===== config.mk =====
export PLATFORM = sky130hd
export DESIGN_NAME = vdd_prep
export DESIGN_NICKNAME = d
export VERILOG_FILES = /design/src/vector_direction_degrees_top_defines.svh /design/src/vdd_pkg.sv /design/src/vdd_prep.sv
export SDC_FILE = /design/constraint.sdc
export NUM_CORES = 1
export LEC_CHECK = 0
export ABC_AREA = 1
export BUFFER_PORTS_ARGS = -buffer_cell sky130_fd_sc_hd__buf_2
export CAP_MARGIN = 10
export CORE_ASPECT_RATIO = 1.1
export CORE_MARGIN = 2
export CORE_UTILIZATION = 26
export DETAILED_ROUTE_END_ITERATION = 6
export SLEW_MARGIN = 25
export SYNTH_ARGS = -nofsm -noshare
export SYNTH_HDL_FRONTEND = slang
export SYNTH_SLANG_ARGS = --single-unit

===== constraint.sdc =====
create_clock -name i_clk -period 2.5 [get_ports i_clk]
set_input_delay 0.25 -clock i_clk [delete_from_list [all_inputs] [get_ports i_clk]]
set_output_delay 0.25 -clock i_clk [all_outputs]
set_load 0.01 [all_outputs]

===== src/vector_direction_degrees_top_defines.svh =====
// ----------------------------------------------------------------------------
// Vector direction assertion macros
// Shared concurrent assertion forms for the vector direction block.
// ----------------------------------------------------------------------------
`ifndef VECTOR_DIRECTION_DEGREES_TOP_DEFINES_SVH
`define VECTOR_DIRECTION_DEGREES_TOP_DEFINES_SVH

// Same-cycle implication, checked out of reset.
`define VDD_ASSERT_IMP(label, ante, cons, msg) \
    label: assert property (@(posedge i_clk) disable iff (!i_rst_n) (ante) |-> (cons)) \
        else $error(msg);

// Next-cycle implication, checked out of reset.
`define VDD_ASSERT_NEXT(label, ante, cons, msg) \
    label: assert property (@(posedge i_clk) disable iff (!i_rst_n) (ante) |=> (cons)) \
        else $error(msg);

`endif


===== src/vdd_pkg.sv =====
// ----------------------------------------------------------------------------
// Vector direction package
// Beat types, fixed-point widths and the CORDIC arctangent table.
// ----------------------------------------------------------------------------
package vdd_pkg;

    localparam int unsigned CoordBits  = 16;
    localparam int unsigned PreShift   = 58 - CoordBits;
    localparam int unsigned XW         = CoordBits + PreShift + 3;
    localparam int unsigned ZW         = 25;
    localparam int unsigned TableLen   = 24;
    localparam int unsigned AngleBits  = 17;
    localparam int unsigned FqBits     = 15;
    localparam int unsigned ZcBits     = 23;
    localparam int unsigned QuarterZ   = 90 * 65536;
    localparam int unsigned RoundHalf  = 128;
    localparam int unsigned QuarterAng = 90 * 256;
    localparam int unsigned HalfTurn   = 180 * 256;
    localparam int unsigned FullTurn   = 360 * 256;

    typedef struct packed {
        logic signed [CoordBits-1:0] from_x;
        logic signed [CoordBits-1:0] from_y;
        logic signed [CoordBits-1:0] to_x;
        logic signed [CoordBits-1:0] to_y;
    } t_vdd_in;

    typedef struct packed {
        logic [AngleBits-1:0] angle;
        logic                 zero_vector;
    } t_vdd_out;

    typedef enum logic [1:0] {
        QUAD_I,
        QUAD_II,
        QUAD_III,
        QUAD_IV
    } t_quad;

    // Control that rides alongside the rotation data.
    typedef struct packed {
        logic  valid;
        logic  zero_vec;
        logic  fq_zero;
        logic  fq_ninety;
        t_quad quad;
    } t_vdd_ctl;

    typedef struct packed {
        logic signed [XW-1:0] x;
        logic signed [XW-1:0] y;
        logic signed [ZW-1:0] z;
    } t_vdd_rot;

    // atan(2^-idx) in degrees, 16 fraction bits, rounded to nearest.
    function automatic logic signed [ZW-1:0] atan_step(input int unsigned idx);
        logic signed [ZW-1:0] v;
        case (idx)
            0:       v = ZW'(2949120);
            1:       v = ZW'(1740967);
            2:       v = ZW'(919879);
            3:       v = ZW'(466945);
            4:       v = ZW'(234379);
            5:       v = ZW'(117304);
            6:       v = ZW'(58666);
            7:       v = ZW'(29335);
            8:       v = ZW'(14668);
            9:       v = ZW'(7334);
            10:      v = ZW'(3667);
            11:      v = ZW'(1833);
            12:      v = ZW'(917);
            13:      v = ZW'(458);
            14:      v = ZW'(229);
            15:      v = ZW'(115);
            16:      v = ZW'(57);
            17:      v = ZW'(29);
            18:      v = ZW'(14);
            19:      v = ZW'(7);
            20:      v = ZW'(4);
            21:      v = ZW'(2);
            22:      v = ZW'(1);
            default: v = '0;
        endcase
        return v;
    endfunction

endpackage


===== src/vdd_prep.sv =====
// ----------------------------------------------------------------------------
// Vector direction front end
// Point difference, magnitude, quadrant and CORDIC start values.
// ----------------------------------------------------------------------------
module vdd_prep (
    input  logic              i_clk,
    input  logic              i_rst_n,
    input  logic              i_en,
    input  logic              i_valid,
    input  vdd_pkg::t_vdd_in  i_data,
    output vdd_pkg::t_vdd_ctl o_ctl,
    output vdd_pkg::t_vdd_rot o_rot
);
    import vdd_pkg::*;

    localparam int unsigned XPad = XW - CoordBits - PreShift;

    logic                        r_d_valid;
    logic signed [CoordBits:0]   r_dx;
    logic signed [CoordBits:0]   r_dy;
    logic signed [CoordBits:0]   n_dx;
    logic signed [CoordBits:0]   n_dy;
    logic signed [CoordBits:0]   abs_dx;
    logic signed [CoordBits:0]   abs_dy;
    logic                        neg_x;
    logic                        neg_y;
    logic                        zero_x;
    logic                        zero_y;
    logic                        pos_x;
    logic                        pos_y;
    t_vdd_ctl                    n_ctl;
    t_vdd_ctl                    r_ctl;
    t_vdd_rot                    n_rot;
    t_vdd_rot                    r_rot;

    // Stage 1: sign-extended differences.
    assign n_dx = {i_data.to_x[CoordBits-1], i_data.to_x}
                - {i_data.from_x[CoordBits-1], i_data.from_x};
    assign n_dy = {i_data.to_y[CoordBits-1], i_data.to_y}
                - {i_data.from_y[CoordBits-1], i_data.from_y};

    // Stage 2: magnitudes and quadrant.
    assign neg_x  = r_dx[CoordBits];
    assign neg_y  = r_dy[CoordBits];
    assign zero_x = (r_dx == '0);
    assign zero_y = (r_dy == '0);
    assign pos_x  = !neg_x && !zero_x;
    assign pos_y  = !neg_y && !zero_y;
    assign abs_dx = neg_x ? -r_dx : r_dx;
    assign abs_dy = neg_y ? -r_dy : r_dy;

    always_comb begin
        n_ctl.valid     = r_d_valid;
        n_ctl.zero_vec  = zero_x && zero_y;
        n_ctl.fq_zero   = zero_y;
        n_ctl.fq_ninety = zero_x;
        if (pos_x && !neg_y) begin
            n_ctl.quad = QUAD_I;
        end else if (!pos_x && pos_y) begin
            n_ctl.quad = QUAD_II;
        end else if (neg_x) begin
            n_ctl.quad = QUAD_III;
        end else begin
            n_ctl.quad = QUAD_IV;
        end
        n_rot.x = {{XPad{1'b0}}, abs_dx[CoordBits-1:0], {PreShift{1'b0}}};
        n_rot.y = {{XPad{1'b0}}, abs_dy[CoordBits-1:0], {PreShift{1'b0}}};
        n_rot.z = '0;
    end

    always_ff @(posedge i_clk) begin
        if (!i_rst_n) begin
            r_d_valid <= 1'b0;
            r_ctl     <= '0;
        end else if (i_en) begin
            r_d_valid <= i_valid;
            r_ctl     <= n_ctl;
        end
    end

    always_ff @(posedge i_clk) begin
        if (i_en) begin
            r_dx  <= n_dx;
            r_dy  <= n_dy;
            r_rot <= n_rot;
        end
    end

    assign o_ctl = r_ctl;
    assign o_rot = r_rot;

endmodule


### After elaboration in Yosys (flattened, before gate mapping)

Cells that the tools add are included.

* register bits: 73
* bits in latches: 0
* bits in writable memories: 0
* ROM bits: 0
* logic and storage cells: 31
* memories: 0

* $add $sub $neg: 4
* multipliers: 0
* div/mod/pow operators: 0
* $lt $le $gt $ge: 0
* equality and inequality tests: 0
* shifts and indexed selects: 0
* mux-type cells: 5
* bitwise logic cells: 0
* reduce and logical (&&, ||, !) cells: 12

Operators with widths (count)
* 17-bit zero test: 2
* 16-bit by 16-bit subtractor with 17-bit output: 2
* 16-bit 2-to-1 mux: 2
* 16-bit negation: 2
* 1-bit logical AND: 5
* 1-bit zero test: 5
* 2-bit 2-to-1 mux: 2
* 1-bit 2-to-1 mux: 1

### Longest topological paths before layout

Gate-level depths: netlist of the first run.

* word-level depth: 7
* mapped depth: 12
* depth with buffers taken out: 12

### Worst setup path before layout of the first run

No wires, ideal clock.

* kind: input port to flip-flop
* start point: input i_data[16] in the netlist's numbering
* end point: register r_dx[14] (data pin)
* library setup time: 0.252 ns
* data arrival time: 1.424 ns
* data required time: 2.248 ns
* slack: 0.824 ns
* stages: 9
* buffers on the path: 0
* cells stage by stage: inv_1 > ha_1 > fa_1 > o21ai_2 > nand2_1 > nand2_1 > nand2_1 > nand3_1 > nand2_1

* cells in the longest elaborated chain, start to end: 1

RTL lines
* from (decl): line vdd_prep.sv:10 `input vdd_pkg::t_vdd_in i_data,`
* 16-bit by 16-bit subtractor with 17-bit output: line vdd_prep.sv:38 `- {i_data.from_x[CoordBits-1], i_data.from_x};`
* via n_dx[14]: line vdd_prep.sv:21 `logic signed [CoordBits:0] n_dx;`
* to (signal assigned): line vdd_prep.sv:83 `r_dx <= n_dx;`
* to (decl): line vdd_prep.sv:19 `logic signed [CoordBits:0] r_dx;`

The timed path passes the listed nets, and every way through them passes these cells.
A chain may end at the register's enable or synchronous reset.

### Worst setup path in the final report of the first run

* start point: register r_dx[1]
* end point: register r_rot, in the netlist o_rot[142] (data pin)

* cells in the longest elaborated chain, start to end: 2

RTL lines
* 16-bit negation: line vdd_prep.sv:49 `assign abs_dx = neg_x ? -r_dx : r_dx;`
* 16-bit 2-to-1 mux: line vdd_prep.sv:49
* via abs_dx[14]: line vdd_prep.sv:23 `logic signed [CoordBits:0] abs_dx;`
* to (signal assigned): line vdd_prep.sv:85 `r_rot <= n_rot;`
* to (decl): line vdd_prep.sv:34 `t_vdd_rot r_rot;`

The timed path passes the listed nets, and every way through them passes these cells.

==> results of run 1 <==
[kinds of logic (layout without fill, tap and decap cells)]
group	after synthesis	in the layout	share of synthesized area [%]
and+or+nand+nor	325	325	22.9
buffers and inverters	240	245	22.8
DFF	73	73	36.2
AOI/OAI and AO/OA	54	54	5.07
adders and majority gates	36	36	7.95
xor gates and xnor gates	33	33	4.94
other	1	115	0.0641
[power groups by stage]
| stage | Clock, mW | Sequential (mW) | Combinational, mW |
|---|---|---|---|
| after floorplan | 0 | 1.73 | 0.816 |
| after detailed placement | 0 | 1.70 | 1.07 |
| after CTS | 1.50 | 1.67 | 1.08 |
| after global routing | 1.56 | 1.69 | 1.23 |
| final | 1.47 | 1.67 | 1.06 |
| after global placement | 0 | 1.69 | 1.06 |
[layout by cell type (no fill, tap or decap), drive strengths merged]
master,n
and2,1
dfxtp,7
inv,123
edfxtp,66
ha,34
o21ai,18
xnor2,6
o31ai,2
nor3,12
fa,2
nand3,32
nand2,206
clkbuf,9
nand4,7
a21oi,33
buf,108
bufinv,3
xor2,27
o21bai,1
clkinv,2
conb,115
nand3b,6
nor2,61
[worst max-delay path, stage by stage (launching register included)]
cell and delay (ns):
edfxtp_1 0.36, inv_1 0.10, ha_1 0.17, nand3_1 0.14, nor2_2 0.20, nor2_1 0.09, nor2_2 0.16, nand2_1 0.07
nand2_1 0.06, nand2_1 0.06
[layout make-up]
cell class | instances | area, sq um
Fill cell | 2405 | 15400
Inverter | 122 | 458
Timing Repair Buffer | 108 | 561
Sequential cell | 73 | 2120
Multi-Input combinational cell | 563 | 2820
Clock inverter | 6 | 116
Clock buffer | 9 | 225
Tap cell | 295 | 369
[flip-flops by register name, summed over array words and instances, names as in the netlist]
| name | cells |
|---|---|
| r_dy | 17 |
| r_dx | 17 |
| o_rot | 32 |
| r_d_valid | 1 |
| o_ctl | 6 |
[metrics by stage]
stage | cell area (sq um) | power, mW
2_1_floorplan | 6280 | 2.55
3_3_place_gp | 6330 | 2.76
3_5_place_dp | 6330 | 2.77
4_1_cts | 6670 | 4.26
5_1_grt | 6670 | 4.48
6_report | 6670 | 4.20
[path summary, 6_finish.rpt]
path | end | cells past startpoint
setup / recovery | o_rot[142] | 9
hold / removal | r_d_valid | 3
setup reg to reg | o_rot[142] | 9
hold reg to reg | o_rot[128] | 0
[routing by layer]
layer  wire length, microns  vias to the layer above
met3                    353                       16
met2                   5660                       89
li1                       -                     2396
met5                      0                        -
met4                    212                        0
met1                   5560                     1961
==> key figures, run 1 <==
STA
  – Final Worst Setup Slack: 0.848 ns
  – Setup TNS Final: 0 ns
  – Achievable Freq: 605 MHz
  – RSZ-0062 raised after global routing: false
  – Clock Skew: 0.00846 ns
  – Setup violations, final: 0
  – Final period util: 66.1%
  – Minimum clock period: 1.65 ns
  – Slew HR: 66.2%
  – Tightest Pin Transition: 0.508 ns
  – Count of pins over their slew limit: 0
  – Min Hold Slack: 0.143 ns
  – Hold Violations, Final: 0

Logic synthesis
  – Synth Flop Type: edfxtp_1
  – YS warnings: 0
  – Syn Inst Count: 762
  – Number of synthesized flops with an enable pin: 66
  – Most instantiated cells after synthesis: 206 x nand2_1, 120 x inv_1, 116 x buf_4
  – Yosys cell types: 28
  – Synth top area cells: edfxtp_1 34%, buf_4 15%, nand2_1 13%, inv_1 7.7%, ha_1 7.3%
  – Share of flip-flops with an asynchronous set or reset: 0%
  – Most numerous cell in the Yosys netlist: nand2_1
  – Synth area leader: edfxtp_1
  – Syn_area_per_cell: 7.68 sq um
  – Top-area cell type share of the netlist area: 33.9%
  – Seq cells post-synth: 73
  – Sequential area share after synthesis: 36.2%
  – Post-Syn Area: 5850 sq um

Floorplanning
  – Full die area: 23,700 sq um
  – Die height: 161 microns
  – Boundary pin count: 221
  – Die X: 147 microns
  – Initial Util: 26.5%
  – Core Rows: 57
  – Core Footprint: 22,100 sq um

Drt
  – DR iter-0 viols: 211
  – Vias per cell: 3.79
  – TritonRoute pass-1 iters: 4
  – Vias: 4,462
  – Post-route ant nets: 0
  – WL per Instance: 10.0 microns
  – WL final: 11.8 mm
  – Drt drc: 0

Clock tree
  – Clock Tree Buf Depth: 2
  – Worst skew pair latency: 0.33 ns
  – H-tree depth: 3
  – Resized cells post-CTS: 0
  – Worst-path clk slew: 0.06 ns
  – CTS Buf Count: 9
  – Root buf cell: clkbuf_16
  – Clock sink total: 73
  – TritonCTS clock tree: done
  – CTS Hold Bufs: 0
  – Post-CTS Setup Bufs: 0

Global route
  – GR Util met3: 1.44%
  – First-pass GRT wire length: 18.7 mm
  – Vias in the first global route: 3,994
  – Global routing's busiest layer: met2
  – Total Routing Usage GR: 9.82%
  – Grt met2 use: 16.1%
  – Grt met1 use: 13.2%
  – Largest net degree at the start of global routing: 52
  – Initial antenna violation count: 0
  – Total grt overflow: 0

Placed design
  – Setup WS pre-CTS: 0.557 ns
  – Post-DP HPWL: 10.0 mm
  – IO Port Bufs: 105
  – GPL Wtd Cong: 0.867
  – Placed Cells: 1,161

Cells and area
  – Final Non-Filler Cells: 1,176
  – Final nets: 981
  – Share of layout cells above drive strength 1: 15.4%
  – Layout Utilization: 30.2%
  – Area Overhead vs Synth: 14.0%
  – Ant. Diodes: 0

Worst setup path
  – Crit path launch type: register
  – CP required: 2.59 ns
  – CP Max Fanout: 4
  – Critical Path AT: 1.74 ns
  – Crit path from: r_dx[1]
  – Setup CP Type: reg -> reg
  – Crit. End Element: register
  – Reg2reg start: r_dx[1]
  – Reg2reg setup slack: 0.85 ns

Min path
  – Hold Path Origin: i_valid
  – Tightest Hold Check Type: in -> reg

Power
  – Register share of total power: 39.8%
  – Static leakage: 3.56 nW
  – Cell Pwr Density: 629 nW/um^2
  – P_sw: 1.26 mW
  – Peak supply drop: 0.000337 V
  – Switching fraction of total power: 30.1%
  – Clock share of power: 34.9%
  – P_int: 2.94 mW
  – Combinational power share: 25.3%

Run
  – Max-Cap Viols: 0

Outcome
  – Status: completed
No activity file was read; power rests on OpenSTA's default activity.
==> run 2, diff against run 1 <==
ABC_AREA = 0   (was 1)
clock period = 1.4 ns   (was 2.5 ns; I/O delays follow)
==> run 2 against run 1 <==
Effect of this change:
- critical path depth fell by 3
- die area fell by 7.6%
- critical endpoint is now o_ctl[0]
- largest cell class unchanged
- register-to-register slack got worse by 1.6 ns
- power rose by 87%
- clock-buffer cell count rose by 2
- worst setup slack got worse by 1.6 ns
- global-route usage rose by 0.14 points
- the run now ends with negative setup slack left
==> key figures, run 2 <==
Clock tree
  – Root buf cell: clkbuf_16
  – Clock sink total: 73
  – TritonCTS clock tree: done
  – H-tree depth: 3
  – Clock Tree Buf Depth: 2
  – CTS Buf Count: 9
  – Worst skew pair latency: 0.33 ns
  – CTS Hold Bufs: 0
  – Worst-path clk slew: 0.06 ns

Floorplanning
  – Core Rows: 55
  – Die X: 141 microns
  – Die height: 155 microns
  – Core Footprint: 20,500 sq um
  – Boundary pin count: 221
  – Initial Util: 26.3%
  – Full die area: 21,900 sq um

Drt
  – WL per Instance: 11.1 microns
  – Drt drc: 0
  – Vias per cell: 3.99
  – TritonRoute pass-1 iters: 4
  – DR iter-0 viols: 128
  – WL final: 11.8 mm
  – Vias: 4,233
  – Post-route ant nets: 0

Cells and area
  – Final Cell Area: 8140 sq um
  – Register area: 2120 sq um
  – Layout Utilization: 39.7%
  – Commonest cells after routing, fill and taps aside: 123 x buf_4, 115 x conb_1, 98 x buf_2, 66 x edfxtp_1, 41 x xnor2_1
  – Max FFs per register: 32
  – Share of layout cells above drive strength 1: 47.5%
  – Fill count: 1,999
  – Commonest non-fill, non-tap cell in the layout: buf_4
  – Final nets: 905
  – Ant. Diodes: 0
  – Final Non-Filler Cells: 1,062
  – Area Overhead vs Synth: 50.8%
  – Area of the multi-input gates: 3460 sq um

STA
  – Achievable Freq: 465 MHz
  – Hold Violations, Final: 0
  – Clock Skew: 0.00702 ns
  – Final Worst Setup Slack: -0.749 ns
  – RSZ-0062 raised after global routing: true
  – Min Hold Slack: 0.0727 ns
  – Minimum clock period: 2.15 ns
  – Final period util: 153%
  – Setup violations, final: 37
  – Count of pins over their slew limit: 0

Global route
  – Total Routing Usage GR: 9.96%
  – Largest net degree at the start of global routing: 34
  – First-pass GRT wire length: 18.0 mm
  – Vias in the first global route: 3,868
  – Total grt overflow: 0
  – Initial antenna violation count: 0

Logic synthesis
  – Number of synthesized flops with an enable pin: 66
  – Synth top area cells: edfxtp_1 37%, buf_4 16%, ha_1 7.9%, xnor2_1 7.1%, inv_1 3.3%
  – YS warnings: 0
  – Synth area leader: edfxtp_1
  – Syn_area_per_cell: 9.78 sq um
  – Seq cells post-synth: 73
  – Sequential area share after synthesis: 39.3%
  – Share of flip-flops with an asynchronous set or reset: 0%
  – Post-Syn Area: 5400 sq um
  – Most instantiated cells after synthesis: 115 x buf_4, 66 x edfxtp_1, 48 x inv_1
  – Top-area cell type share of the netlist area: 36.7%
  – Yosys cell types: 52
  – Most numerous cell in the Yosys netlist: buf_4
  – Syn Inst Count: 552
  – Synth Flop Type: edfxtp_1

Power
  – P_sw: 2.38 mW
  – P_int: 5.47 mW
  – Register share of total power: 38.5%
  – Clock share of power: 25.1%
  – Cell Pwr Density: 964 nW/um^2
  – Switching fraction of total power: 30.3%
  – Combinational power share: 36.4%
  – Static leakage: 3.68 nW
  – Peak supply drop: 0.000493 V

Worst setup path
  – Critical Path AT: 2.37 ns
  – Most used cell, CP: or4_4
  – Worst r2r path cells: 6
  – CP required: 1.62 ns
  – Reg2reg start: r_dy[8]
  – Crit. End Element: register
  – CP Cell Sequence: or4_4 -> or3_4 -> or4_4 -> nand2b_4 -> a21boi_2 -> o21a_1
  – FF-to-FF End: o_ctl[0]
  – CP max-delay cell: or4_4
  – CP Max Fanout: 3
  – Reg2reg setup slack: -0.75 ns
  – Crit path launch type: register
  – Setup CP Type: reg -> reg
  – CP max stage delay: 0.54 ns

Outcome
  – Violations in the final reports: negative setup slack
  – Status: complete, but fails checks

Placed design
  – Post-DP HPWL: 9.18 mm
  – IO Port Bufs: 105
  – Setup WS pre-CTS: -0.887 ns
  – Placed cell areas: 7020 sq um
  – GPL Wtd Cong: 0.748
  – Placed Cells: 1,017

Run
  – Max-Cap Viols: 0

Min path
  – Min-Delay Path Depth: 3
  – Hold Path Origin: i_valid
  – Hold Path End: r_d_valid
  – Tightest Hold Check Type: in -> reg
-- run 2: worst max-delay path: cells and delay by family, from the launching register on --
| kind | cells | cell delay [ns] |
|---|---|---|
| AND/OR/NAND/NOR | 4 | 1.46 |
| flip-flops | 1 | 0.38 |
| AO/OA/AOI/OAI | 2 | 0.21 |
-- run 2: cell type report --
class | instances | area share, %
clock buffer | 11 | 2.86
clock inverter | 5 | 0.277
inverter | 48 | 2.86
multi-input combinational | 421 | 42.5
sequential | 73 | 26.1
tap | 256 | 3.94
timing repair buffer | 248 | 21.5
-- run 2: worst max path at each step --
stage	cells after the start	to	start	slack, ns
after floorplan	6	o_ctl[0]	r_dy[9]	-0.72
after global placement	10	r_dy[14]	i_data[0]	-0.79
after detailed placement	10	r_dy[16]	i_data[0]	-0.89
after CTS	6	o_ctl[0]	r_dy[8]	-0.73
after global routing	5	o_ctl[4]	r_dy[8]	-0.81
final	6	o_ctl[0]	r_dy[8]	-0.75
-- run 2: metal layers --
metal | GRT usage, % | share of wire, % | wire length (microns)
met1 | 13.6 | 47 | 5490
met2 | 16.3 | 49 | 5790
met3 | 1.45 | 3.1 | 367
met4 | 3.00 | 1.0 | 119
met5 | 0 | 0 | 0
-- run 2: per-stage QoR --
step	total power, mW	setup TNS, ns
after floorplan	4.65	-9.99
after global placement	5.42	-19.07
after detailed placement	5.45	-20.15
after CTS	7.72	-10.33
after global routing	8.30	-14.36
final	7.85	-11.18
-- run 2: logic make-up after synthesis --
kind of cell               synth area share [%]
xor gates and xnor gates                   8.28
buffers and inverters                      20.0
AOI/OAI and AO/OA                          12.4
adders and majority gates                  8.62
and+or+nand+nor                            10.8
muxes                                     0.556
other                                    0.0695
DFF                                        39.3
-- run 2: timing repair --
action | 4_1_cts | 5_1_grt
pin swaps | 40 | 41
cloned | 0 | 0
buffers inserted | 21 | 14
endpoints found under the setup margin | 40 | 45
gates resized for setup | 83 | 58
-- run 2: power by group through the flow --
stage          Sequential (mW)  Clock (mW)  Combinational [mW]
3_5_place_dp              3.04           0                2.41
5_1_grt                   3.06        2.10                3.13
6_report                  3.02        1.97                2.86
3_3_place_gp              3.03           0                2.39
2_1_floorplan             3.15           0                1.50
4_1_cts                   3.02        2.01                2.69
