$ cat config.mk
export PLATFORM = sky130hd
export DESIGN_NAME = vdd_place
export DESIGN_NICKNAME = d
export VERILOG_FILES = /design/src/vector_direction_degrees_top_defines.svh /design/src/vdd_pkg.sv /design/src/vdd_place.sv
export SDC_FILE = /design/constraint.sdc
export NUM_CORES = 1
export LEC_CHECK = 0
export ABC_CLOCK_PERIOD_IN_PS = 7600
export BUFFER_PORTS_ARGS = -buffer_cell sky130_fd_sc_hd__buf_4
export CAP_MARGIN = 20
export CORE_MARGIN = 1
export CORE_UTILIZATION = 45
export DETAILED_ROUTE_END_ITERATION = 10
export HOLD_SLACK_MARGIN = 0.12
export MAX_ROUTING_LAYER = met4
export PLACE_DENSITY = 0.85
export SLEW_MARGIN = 20
export SYNTH_ARGS = -nofsm -noshare
export SYNTH_HDL_FRONTEND = slang
export SYNTH_SLANG_ARGS = --single-unit
$ cat constraint.sdc
create_clock -name i_clk -period 7.6 [get_ports i_clk]
set_input_delay 1.14 -clock i_clk [delete_from_list [all_inputs] [get_ports i_clk]]
set_output_delay 1.14 -clock i_clk [all_outputs]
set_load 0.005 [all_outputs]
$ cat src/vector_direction_degrees_top_defines.svh
// ----------------------------------------------------------------------------
// Vector direction assertion macros
// Shared concurrent assertion forms for the vector direction block.
// ----------------------------------------------------------------------------
`ifndef VECTOR_DIRECTION_DEGREES_TOP_DEFINES_SVH
`define VECTOR_DIRECTION_DEGREES_TOP_DEFINES_SVH

// Same-cycle implication, checked out of reset.
`define VDD_ASSERT_IMP(label, ante, cons, msg) \
    label: assert property (@(posedge i_clk) disable iff (!i_rst_n) (ante) |-> (cons)) \
        else $error(msg);

// Next-cycle implication, checked out of reset.
`define VDD_ASSERT_NEXT(label, ante, cons, msg) \
    label: assert property (@(posedge i_clk) disable iff (!i_rst_n) (ante) |=> (cons)) \
        else $error(msg);

`endif

$ cat src/vdd_pkg.sv
// ----------------------------------------------------------------------------
// Vector direction package
// Beat types, fixed-point widths and the CORDIC arctangent table.
// ----------------------------------------------------------------------------
package vdd_pkg;

    localparam int unsigned CoordBits  = 16;
    localparam int unsigned PreShift   = 58 - CoordBits;
    localparam int unsigned XW         = CoordBits + PreShift + 3;
    localparam int unsigned ZW         = 25;
    localparam int unsigned TableLen   = 24;
    localparam int unsigned AngleBits  = 17;
    localparam int unsigned FqBits     = 15;
    localparam int unsigned ZcBits     = 23;
    localparam int unsigned QuarterZ   = 90 * 65536;
    localparam int unsigned RoundHalf  = 128;
    localparam int unsigned QuarterAng = 90 * 256;
    localparam int unsigned HalfTurn   = 180 * 256;
    localparam int unsigned FullTurn   = 360 * 256;

    typedef struct packed {
        logic signed [CoordBits-1:0] from_x;
        logic signed [CoordBits-1:0] from_y;
        logic signed [CoordBits-1:0] to_x;
        logic signed [CoordBits-1:0] to_y;
    } t_vdd_in;

    typedef struct packed {
        logic [AngleBits-1:0] angle;
        logic                 zero_vector;
    } t_vdd_out;

    typedef enum logic [1:0] {
        QUAD_I,
        QUAD_II,
        QUAD_III,
        QUAD_IV
    } t_quad;

    // Control that rides alongside the rotation data.
    typedef struct packed {
        logic  valid;
        logic  zero_vec;
        logic  fq_zero;
        logic  fq_ninety;
        t_quad quad;
    } t_vdd_ctl;

    typedef struct packed {
        logic signed [XW-1:0] x;
        logic signed [XW-1:0] y;
        logic signed [ZW-1:0] z;
    } t_vdd_rot;

    // atan(2^-idx) in degrees, 16 fraction bits, rounded to nearest.
    function automatic logic signed [ZW-1:0] atan_step(input int unsigned idx);
        logic signed [ZW-1:0] v;
        case (idx)
            0:       v = ZW'(2949120);
            1:       v = ZW'(1740967);
            2:       v = ZW'(919879);
            3:       v = ZW'(466945);
            4:       v = ZW'(234379);
            5:       v = ZW'(117304);
            6:       v = ZW'(58666);
            7:       v = ZW'(29335);
            8:       v = ZW'(14668);
            9:       v = ZW'(7334);
            10:      v = ZW'(3667);
            11:      v = ZW'(1833);
            12:      v = ZW'(917);
            13:      v = ZW'(458);
            14:      v = ZW'(229);
            15:      v = ZW'(115);
            16:      v = ZW'(57);
            17:      v = ZW'(29);
            18:      v = ZW'(14);
            19:      v = ZW'(7);
            20:      v = ZW'(4);
            21:      v = ZW'(2);
            22:      v = ZW'(1);
            default: v = '0;
        endcase
        return v;
    endfunction

endpackage

$ cat src/vdd_place.sv
// ----------------------------------------------------------------------------
// Vector direction back end
// Clamp and round the first-quadrant angle, then place it in its quadrant.
// ----------------------------------------------------------------------------
module vdd_place (
    input  logic              i_clk,
    input  logic              i_rst_n,
    input  logic              i_en,
    input  vdd_pkg::t_vdd_ctl i_ctl,
    input  vdd_pkg::t_vdd_rot i_rot,
    output logic              o_valid,
    output vdd_pkg::t_vdd_out o_data
);
    import vdd_pkg::*;

    logic [ZcBits-1:0]    zc;
    logic [ZcBits-1:0]    zr;
    logic [FqBits-1:0]    n_fq;
    logic [FqBits-1:0]    r_fq;
    t_vdd_ctl             r_ctl;
    logic [AngleBits-1:0] fq_ext;
    logic [AngleBits-1:0] placed;
    t_vdd_out             n_out;
    t_vdd_out             r_out;
    logic                 r_out_valid;

    // Stage 1: clamp to [0, 90 deg], round to 1/256 deg, force exact axes.
    always_comb begin
        if (i_rot.z[ZW-1]) begin
            zc = '0;
        end else if (i_rot.z[ZW-2:0] > (ZW-1)'(QuarterZ)) begin
            zc = ZcBits'(QuarterZ);
        end else begin
            zc = i_rot.z[ZcBits-1:0];
        end
        zr = zc + ZcBits'(RoundHalf);
        if (i_ctl.fq_zero) begin
            n_fq = '0;
        end else if (i_ctl.fq_ninety) begin
            n_fq = FqBits'(QuarterAng);
        end else begin
            n_fq = zr[ZcBits-1:8];
        end
    end

    // Stage 2: quadrant placement and wrap of a full turn.
    assign fq_ext = AngleBits'(r_fq);

    always_comb begin
        case (r_ctl.quad)
            QUAD_I:   placed = fq_ext;
            QUAD_II:  placed = AngleBits'(HalfTurn) - fq_ext;
            QUAD_III: placed = AngleBits'(HalfTurn) + fq_ext;
            QUAD_IV:  placed = AngleBits'(FullTurn) - fq_ext;
            default:  placed = fq_ext;
        endcase
        if (placed >= AngleBits'(FullTurn)) begin
            placed = placed - AngleBits'(FullTurn);
        end
        if (r_ctl.zero_vec) begin
            n_out.angle       = '0;
            n_out.zero_vector = 1'b1;
        end else begin
            n_out.angle       = placed;
            n_out.zero_vector = 1'b0;
        end
    end

    always_ff @(posedge i_clk) begin
        if (!i_rst_n) begin
            r_ctl       <= '0;
            r_out_valid <= 1'b0;
        end else if (i_en) begin
            r_ctl       <= i_ctl;
            r_out_valid <= r_ctl.valid;
        end
    end

    always_ff @(posedge i_clk) begin
        if (i_en) begin
            r_fq  <= n_fq;
            r_out <= n_out;
        end
    end

    assign o_valid = r_out_valid;
    assign o_data  = r_out;

endmodule

## Yosys cells after proc, flatten, opt, wreduce, memory -nomap -nowiden

Index checks and enable logic that the tools add are counted.

- Register bits: 38
- Bits of input ports: 156
- Output and inout port bits: 19

- Add/sub/neg operators: 5
- Magnitude comparators: 2
- Eq/ne operators: 3
- Multiplexer cells: 6
- Reductions and logical operators: 2

Operators by type and width:

| kind | count |
|---|---|
| $pmux W17 S4 | 1 |
| $mux W23 | 2 |
| $gt A24 B23 Y1 const B | 1 |
| $add A23 B8 Y23 const B | 1 |
| $add A16 B15 Y17 const A | 1 |
| $ge A17 B17 Y1 const B | 1 |
| $mux W17 | 1 |
| $sub A16 B15 Y17 const A | 1 |
| $sub A17 B15 Y17 const A | 1 |
| $sub A17 B17 Y17 const B | 1 |
| $mux W15 | 1 |
| $eq A2 B2 Y1 const B | 2 |
| $eq A2 B1 Y1 const B | 1 |
| $logic_not A2 Y1 | 1 |
| $reduce_or A2 Y1 | 1 |
| $mux W1 | 1 |

## Logic depth before layout (Yosys ltp)

Gate-level depths: netlist (run 1).

- Word-level depth: 5
- Depth in mapped cells: 14
- Gate-level depth less buffers: 13

## Worst setup path before layout (run 1)

No wires, ideal clock.

- Path type: input port to flip-flop
- Start point: input port i_rot[23] (netlist bit)
- End point: register r_fq[13], data pin
- Library setup time: 261 ps
- Arrival: 3173 ps
- Path slack: 4165 ps
- Stages on the path: 13
- Buffers on the path: 1
- Path through: nor4b_1 > nand4_1 > a2bb2oi_1 > nor2_1 > and2_1 > ha_1 > and3_1 > clkbuf_1 > nand2_1 > nor4_1 > nand3_1 > xor2_1 > nor2_1

- Word-level cells in the longest chain between the ends: 4

RTL lines:

| element | RTL line | text |
|---|---|---|
| start, declared | vdd_place.sv:10 | `input vdd_pkg::t_vdd_rot i_rot,` |
| $gt A24 B23 Y1 | vdd_place.sv:31 | `end else if (i_rot.z[ZW-2:0] > (ZW-1)'(QuarterZ)) begin` |
| $mux W23 | vdd_place.sv:31 |  |
| $mux W23 | vdd_place.sv:29 | `if (i_rot.z[ZW-1]) begin` |
| $add A23 B8 Y23 | vdd_place.sv:36 | `zr = zc + ZcBits'(RoundHalf);` |
| end signal, assigned | vdd_place.sv:81 | `r_fq <= n_fq;` |
| end, declared | vdd_place.sv:19 | `logic [FqBits-1:0] r_fq;` |

No other way between the ends.
A chain may end at the register's enable or synchronous reset.

## Worst setup path after layout (run 1)

- Start point: input port i_rot[21] (netlist bit)
- End point: register r_fq[13], data pin

- Word-level cells in the longest chain between the ends: 4

RTL lines:

| element | RTL line |
|---|---|
| $gt A24 B23 Y1 | vdd_place.sv:31 |
| $mux W23 * | vdd_place.sv:31 |
| $mux W23 * | vdd_place.sv:29 |
| $add A23 B8 Y23 * | vdd_place.sv:36 |

Every way passes the cells marked *; elsewhere a longest branch is shown, timed or not.

==> flow_metrics.env, run 1 <==
export IMPL_io_buffers=52
export IMPL_io_pins=175
export IMPL_power_share_combinational_pct=20.4
export IMPL_outcome="finished, final reports clean"
export IMPL_wire_per_inst_um=13.1
export IMPL_initial_utilization_pct=47.5
export IMPL_core_area_mm2=0.00557
export IMPL_drt_initial_drc_count=90
export IMPL_gp_congestion=0.899
export IMPL_clkPwrFrac_pct=27.4
export IMPL_power_density_mw_per_mm2=162
export IMPL_critPathMaxFanout=7
export IMPL_ys_types=61
export IMPL_setup_viol=0
export IMPL_drc=0
export IMPL_period_minus_slack_ns=3.48
export IMPL_vias_per_cell=5.69
export IMPL_grt_max_degree=39
export IMPL_drive_above_1_share_pct=22.5
export IMPL_grt_overflow_total=0
export IMPL_end_kind="register"
export IMPL_antenna_found_initial=0
export IMPL_clk_latency_ns=0.29
export IMPL_area_delta_synth_final_pct=18.6
export IMPL_numCtsBuffers=5
export IMPL_cts_htree_levels=2
export IMPL_netlist_area_mm2=0.00265
export IMPL_p_leak_nw=1.22
export IMPL_syn_area_per_cell_um2=9.87
export IMPL_maxSlewHeadroom_pct=43.8
export IMPL_grt_usage_pct=17.9
export IMPL_netlist_instances=268
export IMPL_critical_path_class="input port to register"
export IMPL_power_frac_seq_pct=52.2
export IMPL_cap_violations=0
export IMPL_crit_arrival_ns=3.52
export IMPL_worstMarginPinSlew_ns=0.842
export IMPL_max_freq_mhz=287
export IMPL_whs_ns=0.522
export IMPL_ys_warnings_count=0
export IMPL_internal_power_uw=373
export IMPL_vias=2201
export IMPL_cts_buffer_depth=2
export IMPL_fin_util_pct=56.3
export IMPL_async_flop_share_pct=0
export IMPL_cts_root_buf="clkbuf_8"
export IMPL_fp_dieH_um=78.7
export IMPL_antennaDiodeCount=0
export IMPL_synth_enable_flop_cells=33
export IMPL_timing_final_crit_share_pct=45.8
export IMPL_drt_wl_total_um=5070
export IMPL_required_ns=7.64
export IMPL_clock_skew_ns=0.00452
export IMPL_finalHoldViolations=0
export IMPL_clk_pin_slew_worst_paths_ns=0.07
export IMPL_detail_route_antenna_nets=0
export IMPL_cts_sinks=38
export IMPL_die_x_um=78.7
export IMPL_die_area_mm2=0.00619
export IMPL_tns_ns=0
export IMPL_first_global_vias=1934
export IMPL_hold_buffers=0
export IMPL_cp_start_kind="input port"
export IMPL_min_path_type="register to register"
export IMPL_p_sw_share_pct=26.9
export IMPL_synth_nets=431
export IMPL_cts_setup_buffers=0
export IMPL_slew_viol_final=0
export IMPL_ys_flop_type="edfxtp_1"
export IMPL_ir_drop_mv=0.0693
export IMPL_row_count=27
export IMPL_synth_seq_area_share_pct=41.2
export IMPL_hpwl_um=3770
export IMPL_synth_seq_cells=38
export IMPL_power_switching_uw=137
export IMPL_cts_tree="yes"
export IMPL_fin_nets=477
export IMPL_cts_resized=0
export IMPL_grt_first_pass_wirelength_um=8420
export IMPL_rsz0062_at_grt="no"
export IMPL_dr_pass1_iters=4
-- worst max-delay path, cell delays in order --
cell	delay (ns)
buf_4	0.13
nor4b_1	0.30
nand4_1	0.12
a2bb2oi_1	0.23
nor2_1	0.25
and2_1	0.17
ha_1	0.17
and3_1	0.27
nand2_1	0.08
nor4_1	0.31
nand3_1	0.14
xor2_1	0.15
nor2_1	0.05
-- power by group through the flow --
| stage | Sequential [mW] | Combinational [mW] | Clock, mW |
|---|---|---|---|
| after floorplan | 0.260 | 0.0683 | 0 |
| after global placement | 0.268 | 0.0999 | 0 |
| after detailed placement | 0.270 | 0.103 | 0 |
| after CTS | 0.265 | 0.104 | 0.141 |
| after global routing | 0.268 | 0.115 | 0.148 |
| final | 0.266 | 0.104 | 0.140 |
-- logic make-up after synthesis --
| group | count (synthesis) | share of synthesized area (%) |
|---|---|---|
| XOR/XNOR | 24 | 8.51 |
| buffers and inverters | 23 | 4.45 |
| flip-flops | 38 | 41.2 |
| adder cells (fa/ha/maj) | 7 | 3.31 |
| multiplexers | 10 | 3.97 |
| AO/OA/AOI/OAI | 52 | 14.0 |
| AND/OR/NAND/NOR | 114 | 24.5 |
-- per-layer routing --
layer | routed length [µm] | GRT usage, % | up-vias
met2 | 2450 | 28.9 | 85
met1 | 2180 | 21.0 | 1002
met4 | 139 | 9.07 | 0
met3 | 302 | 3.60 | 11
li1 | - | - | 1103
met5 | 0 | - | -
-- final timing paths --
path / start / endpoint / slack [ns] / depth (start not counted)
max reg2reg: r_fq[6] / o_data[12] / 4.28 / 11
min reg2reg: r_ctl[5] / o_valid / 0.52 / 2
min: r_ctl[5] / o_valid / 0.52 / 2
max: i_rot[21] / r_fq[13] / 4.12 / 13
-- through the flow --
stage	area (µm²)	total power [mW]	instances	setup WS, ns
after global placement	3050	0.368	379	3.81
final	3140	0.509	387	4.12
after CTS	3140	0.510	387	4.11
after global routing	3140	0.531	387	3.74
after floorplan	2650	0.328	268	4.17
after detailed placement	3050	0.373	379	3.81
-- state kept, by name, indices dropped and copies added, names as in the netlist --
register and flops:
o_data 18, r_fq 15, r_ctl 4, o_valid 1
-- cell usage after synthesis, types with 6 or more instances --
| cell type | n | share of area, % |
|---|---|---|
| nor4_1 | 6 | 1.4 |
| xor2_1 | 12 | 4.0 |
| clkbuf_1 | 6 | 0.85 |
| mux2i_1 | 9 | 3.4 |
| xnor2_1 | 10 | 3.3 |
| nand2_1 | 12 | 1.7 |
| a21oi_1 | 10 | 1.9 |
| edfxtp_1 | 33 | 37 |
| inv_1 | 10 | 1.4 |
| ha_1 | 7 | 3.3 |
| nor2_1 | 40 | 5.7 |
| nor3_1 | 6 | 1.1 |
| and2_1 | 6 | 1.4 |
| nor2b_1 | 7 | 1.7 |
| nand4_1 | 9 | 2.1 |
-- cell type report --
cell class	instances	area [µm²]
inverter	10	37.5
clock buffer	7	86.3
sequential	38	1090
multi-input combinational	207	1440
timing repair buffer	52	390
fill	502	2440
clock inverter	1	5.00
tap	72	90.1
-- placed cells by master (no fill, tap or decap), drive strengths merged, types with 3 or more instances in the layout --
master	n
a21oi	10
a311oi	4
a41oi	3
and2	6
and3	4
and4	4
buf	52
clkbuf	7
dfxtp	5
edfxtp	33
ha	7
inv	10
mux2i	9
nand2	12
nand3	5
nand4	9
nor2	40
nor2b	7
nor3	7
nor4	8
nor4b	4
o21ai	10
xnor2	12
xor2	12
Note: power is estimated with default switching activity, not from simulation.
==> run 2: changes to the inputs <==
ABC_AREA = 1   (was default)
ABC_CLOCK_PERIOD_IN_PS = 2900   (was 7600)
CORE_UTILIZATION = 41   (was 45)
PLACE_DENSITY = 0.78   (was 0.85)
clock period = 2.9 ns   (was 7.6 ns; I/O delays follow)
==> run 2 against run 1 <==
  * Worst setup slack lost 3.8 ns
  * Register-to-register slack lost 4.0 ns
  * Combinational power rose to 3.8 times the previous value
  * Clock-buffer cell count is 2 lower
  * Synthesized cell count rose by 77%
  * Synthesized area increased by 21%
  * Critical path depth up 5
  * Wire length is 45% higher
==> flow_metrics.env, run 2 <==
export IMPL_hpwl_um=5810
export IMPL_synth_nets=637
export IMPL_period_minus_slack_ns=2.63
export IMPL_dr_pass1_iters=5
export IMPL_synthTopCellsByArea="edfxtp_1, nand2_1, nor2_1, nand3_1, inv_1"
export IMPL_rsz0062_at_grt="no"
export IMPL_hold_buffers=0
export IMPL_cts_buffer_depth=2
export IMPL_timing_final_crit_share_pct=90.7
export IMPL_worstMarginPinSlew_ns=0.537
export IMPL_cap_violations=0
export IMPL_rr_startpoint="r_fq[10]"
export IMPL_numCtsBuffers=5
export IMPL_async_flop_share_pct=0
export IMPL_whs_path_depth=3
export IMPL_grt_overflow_total=0
export IMPL_ys_types=36
export IMPL_critical_path_class="register to register"
export IMPL_min_path_type="input port to register"
export IMPL_final_common_cell="nand2_1"
export IMPL_stdcell_count=630
export IMPL_maxSlewHeadroom_pct=64.2
export IMPL_grt_first_pass_wirelength_um=12400
export IMPL_io_pins=175
export IMPL_core_area_mm2=0.00741
export IMPL_drive_above_1_share_pct=20.5
export IMPL_cts_root_buf="clkbuf_8"
export IMPL_cts_htree_levels=2
export IMPL_outcome="finished, final reports clean"
export IMPL_max_freq_mhz=380
export IMPL_syn_area_per_cell_um2=6.74
export IMPL_antennaDiodeCount=0
export IMPL_startpoint="r_fq[10]"
export IMPL_synth_top_cell_by_area="edfxtp_1"
export IMPL_detail_route_antenna_nets=0
export IMPL_synth_seq_area_share_pct=34.1
export IMPL_required_ns=2.95
export IMPL_grt_max_degree=37
export IMPL_dp_slack_ns=0.297
export IMPL_min_from="i_ctl[5]"
export IMPL_clk_pin_slew_worst_paths_ns=0.08
export IMPL_grt_usage_pct=19.0
export IMPL_vias=3208
export IMPL_netlist_top_cells_count="nand2_1, nor2_1, inv_1"
export IMPL_gp_congestion=0.937
export IMPL_ys_warnings_count=0
export IMPL_power_density_mw_per_mm2=419
export IMPL_synthMostInstantiatedCell="nand2_1"
export IMPL_initial_utilization_pct=43.1
export IMPL_critPathMaxFanout=9
export IMPL_drc=0
export IMPL_slew_viol_final=0
export IMPL_clock_skew_ns=0.00525
export IMPL_die_x_um=90.3
export IMPL_first_global_vias=2847
export IMPL_ys_flop_type="edfxtp_1"
export IMPL_clk_latency_ns=0.29
export IMPL_finalWorstSetupSlack_ns=0.270
export IMPL_netlist_instances=474
export IMPL_netlist_area_mm2=0.00320
export IMPL_area_delta_synth_final_pct=19.6
export IMPL_finalHoldViolations=0
export IMPL_vias_per_cell=5.09
export IMPL_cts_resized=0
export IMPL_io_buffers=52
export IMPL_antenna_found_initial=0
export IMPL_row_count=31
export IMPL_largest_register_ffs=18
export IMPL_layout_common_cells="nand2_1, nor2_1, inv_1, buf_4, nand3_1"
export IMPL_cts_tree="yes"
export IMPL_cts_sinks=38
export IMPL_cp_start_kind="register"
export IMPL_cts_setup_buffers=0
export IMPL_die_area_mm2=0.00815
export IMPL_fp_dieH_um=90.3
export IMPL_drt_wl_total_um=7350
export IMPL_drt_initial_drc_count=183
export IMPL_synth_enable_flop_cells=33
export IMPL_synth_top_area_share_pct=31.0
export IMPL_crit_arrival_ns=2.68
export IMPL_fin_nets=693
export IMPL_synth_seq_cells=38
export IMPL_wire_per_inst_um=11.7
export IMPL_end_kind="register"
export IMPL_tns_ns=0
export IMPL_reg2regPathDepth=18
export IMPL_p_leak_nw=1.79
export IMPL_dpl_cell_count=622
export IMPL_ir_drop_mv=0.190
export IMPL_setup_viol=0
==> run 2: kinds of logic (layout without fill, tap and decap cells) <==
group	after synthesis	in the layout	synth area share, %
AOI/OAI and AO/OA	55	55	9.16
xor gates and xnor gates	1	1	0.274
adders and majority gates	7	7	2.74
buffers and inverters	88	145	11.2
DFF	38	38	34.1
and+or+nand+nor	285	285	42.4
==> run 2: area by class of cell <==
type                            instances  area (µm²)
Timing Repair Buffer                   57         428
Fill cell                             721        3590
Multi-Input combinational cell        348        1750
Clock inverter                          3        63.8
Clock buffer                            5        68.8
Tap cell                               99         124
Sequential cell                        38        1090
Inverter                               80         300
==> run 2: path summary, 6_finish.rpt <==
| check | slack, ns | endpoint |
|---|---|---|
| min | 0.37 | r_ctl[5] |
| max | 0.27 | o_data[12] |
| max reg2reg | 0.27 | o_data[12] |
| min reg2reg | 0.49 | o_valid |
==> run 2: per-layer routing <==
metal	part of all wire, %	global-route usage, %
met5	0	-
met4	2.8	7.80
met3	5.5	2.69
met2	48	32.9
met1	44	22.2
==> run 2: through the flow <==
step / instance area, µm² / hold WS, ns / util, % / power, mW
global route: 3820 / 0.425 / 51.6 / 1.68
detailed placement: 3690 / 0.471 / 49.8 / 1.08
floorplan: 3200 / 0.450 / - / 0.939
CTS: 3820 / 0.372 / 51.6 / 1.60
finish: 3820 / 0.368 / 51.6 / 1.60
global placement: 3690 / 0.460 / 49.8 / 1.07
==> run 2: power breakdown <==
part / total, mW / switching [mW] / internal [mW]
Clock: 0.527 / 0.187 / 0.340
Sequential: 0.683 / 0.0361 / 0.647
Combinational: 0.393 / 0.235 / 0.158
==> run 2: worst max-delay path: stages, from the launching register on <==
cell and delay, ns:
edfxtp_1 0.56, inv_2 0.15, ha_1 0.17, inv_1 0.06, nor2_1 0.10, nand3_1 0.10
nand3_1 0.08, nand3_1 0.09, nand4_1 0.12, inv_1 0.07, ha_1 0.18, inv_1 0.08
nand3_1 0.11, nor2_1 0.14, nor2_2 0.06, nand2_2 0.08, nand2_2 0.08, nor2_1 0.11
nor2_1 0.05
==> run 3: changes to the inputs <==
CORE_UTILIZATION = 40   (was 41)
PLACE_DENSITY = 0.76   (was 0.78)
==> run 3 against run 2 <==
  * Critical path depth did not move
  * Wire length fell by 2.2%
  * First-iteration DRC count fell by 9.3%
  * Final cell count rose by 0.95%
  * Core utilization fell by 1.8 points
  * Via count fell by 2.3%
  * Combinational power rose by 1%
  * Final area rose by 0.75%
  * Sequential power barely moved
  * Non-clock buffer count rose by 3
  * Worst hold slack improved by 0.0051 ns
  * Critical path type unchanged
==> flow_metrics.env, run 3 (synthesis results as in run 2) <==
export IMPL_clk_pin_slew_worst_paths_ns=0.07
export IMPL_grt_usage_pct=18.6
export IMPL_detail_route_antenna_nets=0
export IMPL_r2r_setup_slack_ns=0.32
export IMPL_cts_root_buf="clkbuf_8"
export IMPL_dr_pass1_iters=5
export IMPL_hpwl_um=5780
export IMPL_multi_input_area_mm2=0.00175
export IMPL_grt_met1_usage_pct=22.4
export IMPL_end_kind="register"
export IMPL_min_from="i_ctl[5]"
export IMPL_stdcell_count=636
export IMPL_setup_viol=0
export IMPL_crit_arrival_ns=2.64
export IMPL_row_count=32
export IMPL_grt_overflow_total=0
export IMPL_p_leak_nw=1.80
export IMPL_grt_first_pass_wirelength_um=12300
export IMPL_use_met2_pct=31.3
export IMPL_drt_initial_drc_count=166
export IMPL_die_area_mm2=0.00835
export IMPL_dp_slack_ns=0.263
export IMPL_drc=0
export IMPL_core_area_mm2=0.00773
export IMPL_outcome="finished, final reports clean"
export IMPL_finalWorstSetupSlack_ns=0.318
export IMPL_clk_latency_ns=0.29
export IMPL_fp_dieH_um=91.4
export IMPL_die_x_um=91.4
export IMPL_p_total_mw=1.60
export IMPL_vias=3135
export IMPL_gp_congestion=0.938
export IMPL_cts_sinks=38
export IMPL_cp_start_kind="register"
export IMPL_cts_tree="yes"
export IMPL_slew_viol_final=0
export IMPL_numCtsBuffers=5
export IMPL_cp_slowest_stage_delay_ns=0.36
export IMPL_maxSlewHeadroom_pct=66.2
export IMPL_grt_max_degree=37
export IMPL_grt_busiest_layer="met2"
export IMPL_clock_skew_ns=0.00625
export IMPL_vias_per_cell=4.93
export IMPL_cts_htree_levels=2
export IMPL_fin_nets=696
export IMPL_period_minus_slack_ns=2.58
export IMPL_cap_violations=0
export IMPL_rsz0062_at_grt="no"
export IMPL_largest_register_ffs=18
export IMPL_drive_above_1_share_pct=21.2
export IMPL_timing_final_crit_share_pct=89.0
export IMPL_min_path_type="input port to register"
export IMPL_drt_wl_total_um=7190
export IMPL_antennaDiodeCount=0
export IMPL_layout_common_cells="nand2_1, nor2_1, inv_1, buf_4, nand3_1"
export IMPL_critPathMaxFanout=4
export IMPL_reg2reg_to="o_data[13]"
export IMPL_power_density_mw_per_mm2=415
export IMPL_first_global_vias=2805
export IMPL_area_delta_synth_final_pct=20.5
export IMPL_initial_utilization_pct=41.4
export IMPL_tns_ns=0
export IMPL_reg2regPathDepth=18
export IMPL_worstMarginPinSlew_ns=0.506
export IMPL_max_freq_mhz=387
export IMPL_antenna_found_initial=0
export IMPL_startpoint="r_fq[0]"
export IMPL_finalHoldViolations=0
export IMPL_whs_ns=0.373
export IMPL_holdPathEnd="r_ctl[5]"
export IMPL_critical_path_class="register to register"
export IMPL_wire_per_inst_um=11.3
export IMPL_cts_buffer_depth=2
export IMPL_ir_drop_mv=0.170
export IMPL_met3_usage_pct=2.76
export IMPL_whs_path_depth=3
export IMPL_regArea_mm2=0.00109
export IMPL_crit_path_cell_trace="inv_1, ha_2, nand2_1, nor2_1, nand3_1, nand3_1, nand3_1, nand4_1, inv_1, ha_1, inv_1, nand3_1, nor2_1, nor2_2, nand2_2, nand2_2, nor2_1, nor2_1"
export IMPL_num_fill_cells=785
export IMPL_dpl_cell_count=625
export IMPL_io_buffers=52
export IMPL_critical_path_slowest_cell="edfxtp_1"
export IMPL_io_pins=175
export IMPL_rr_startpoint="r_fq[0]"
export IMPL_required_ns=2.95
export IMPL_final_common_cell="nand2_1"
-- run 3: repair_timing --
item                                    4_1_cts  5_1_grt
buffers inserted                              0        3
resized for setup                             0        1
endpoints found under the setup margin        0        3
hold buffers                                  0        0
-- run 3: how the worst max path moves through the flow --
stage | end | slack [ns]
after floorplan | o_data[12] | 0.60
after global placement | r_fq[13] | 0.39
after detailed placement | r_fq[13] | 0.26
after CTS | o_data[13] | 0.27
after global routing | o_data[13] | 0.02
final | o_data[13] | 0.32
-- run 3: cell type report --
| type | count | share of cell area, % |
|---|---|---|
| timing repair buffer | 60 | 11.7 |
| sequential | 38 | 28.3 |
| inverter | 80 | 7.80 |
| clock inverter | 3 | 1.66 |
| multi-input combinational | 348 | 45.4 |
| tap | 102 | 3.31 |
| clock buffer | 5 | 1.79 |
-- run 3: critical path: cells and delay by family (launching register included) --
kind          cells  cell delay (ns)
buf+inv           3             0.29
simple gates     13             1.28
flops             1             0.36
fa+ha+maj         2             0.42
-- run 3: routing by layer --
layer | vias to the layer above | share of wire, %
met5 | - | 0
met3 | 16 | 4.6
met2 | 90 | 48
met4 | 0 | 2.3
met1 | 1363 | 45
li1 | 1666 | -
-- run 3: per-stage QoR --
step | util [%] | cell area (µm²)
after floorplan | - | 3200
after global placement | 47.8 | 3690
after detailed placement | 47.8 | 3690
after CTS | 49.5 | 3820
after global routing | 49.8 | 3850
final | 49.8 | 3850
-- run 3: power by group --
group	switching, mW	leakage (nW)	internal (mW)	total, mW
Sequential	0.0332	0.366	0.647	0.680
Clock	0.180	0.0658	0.340	0.520
Combinational	0.235	1.37	0.162	0.398
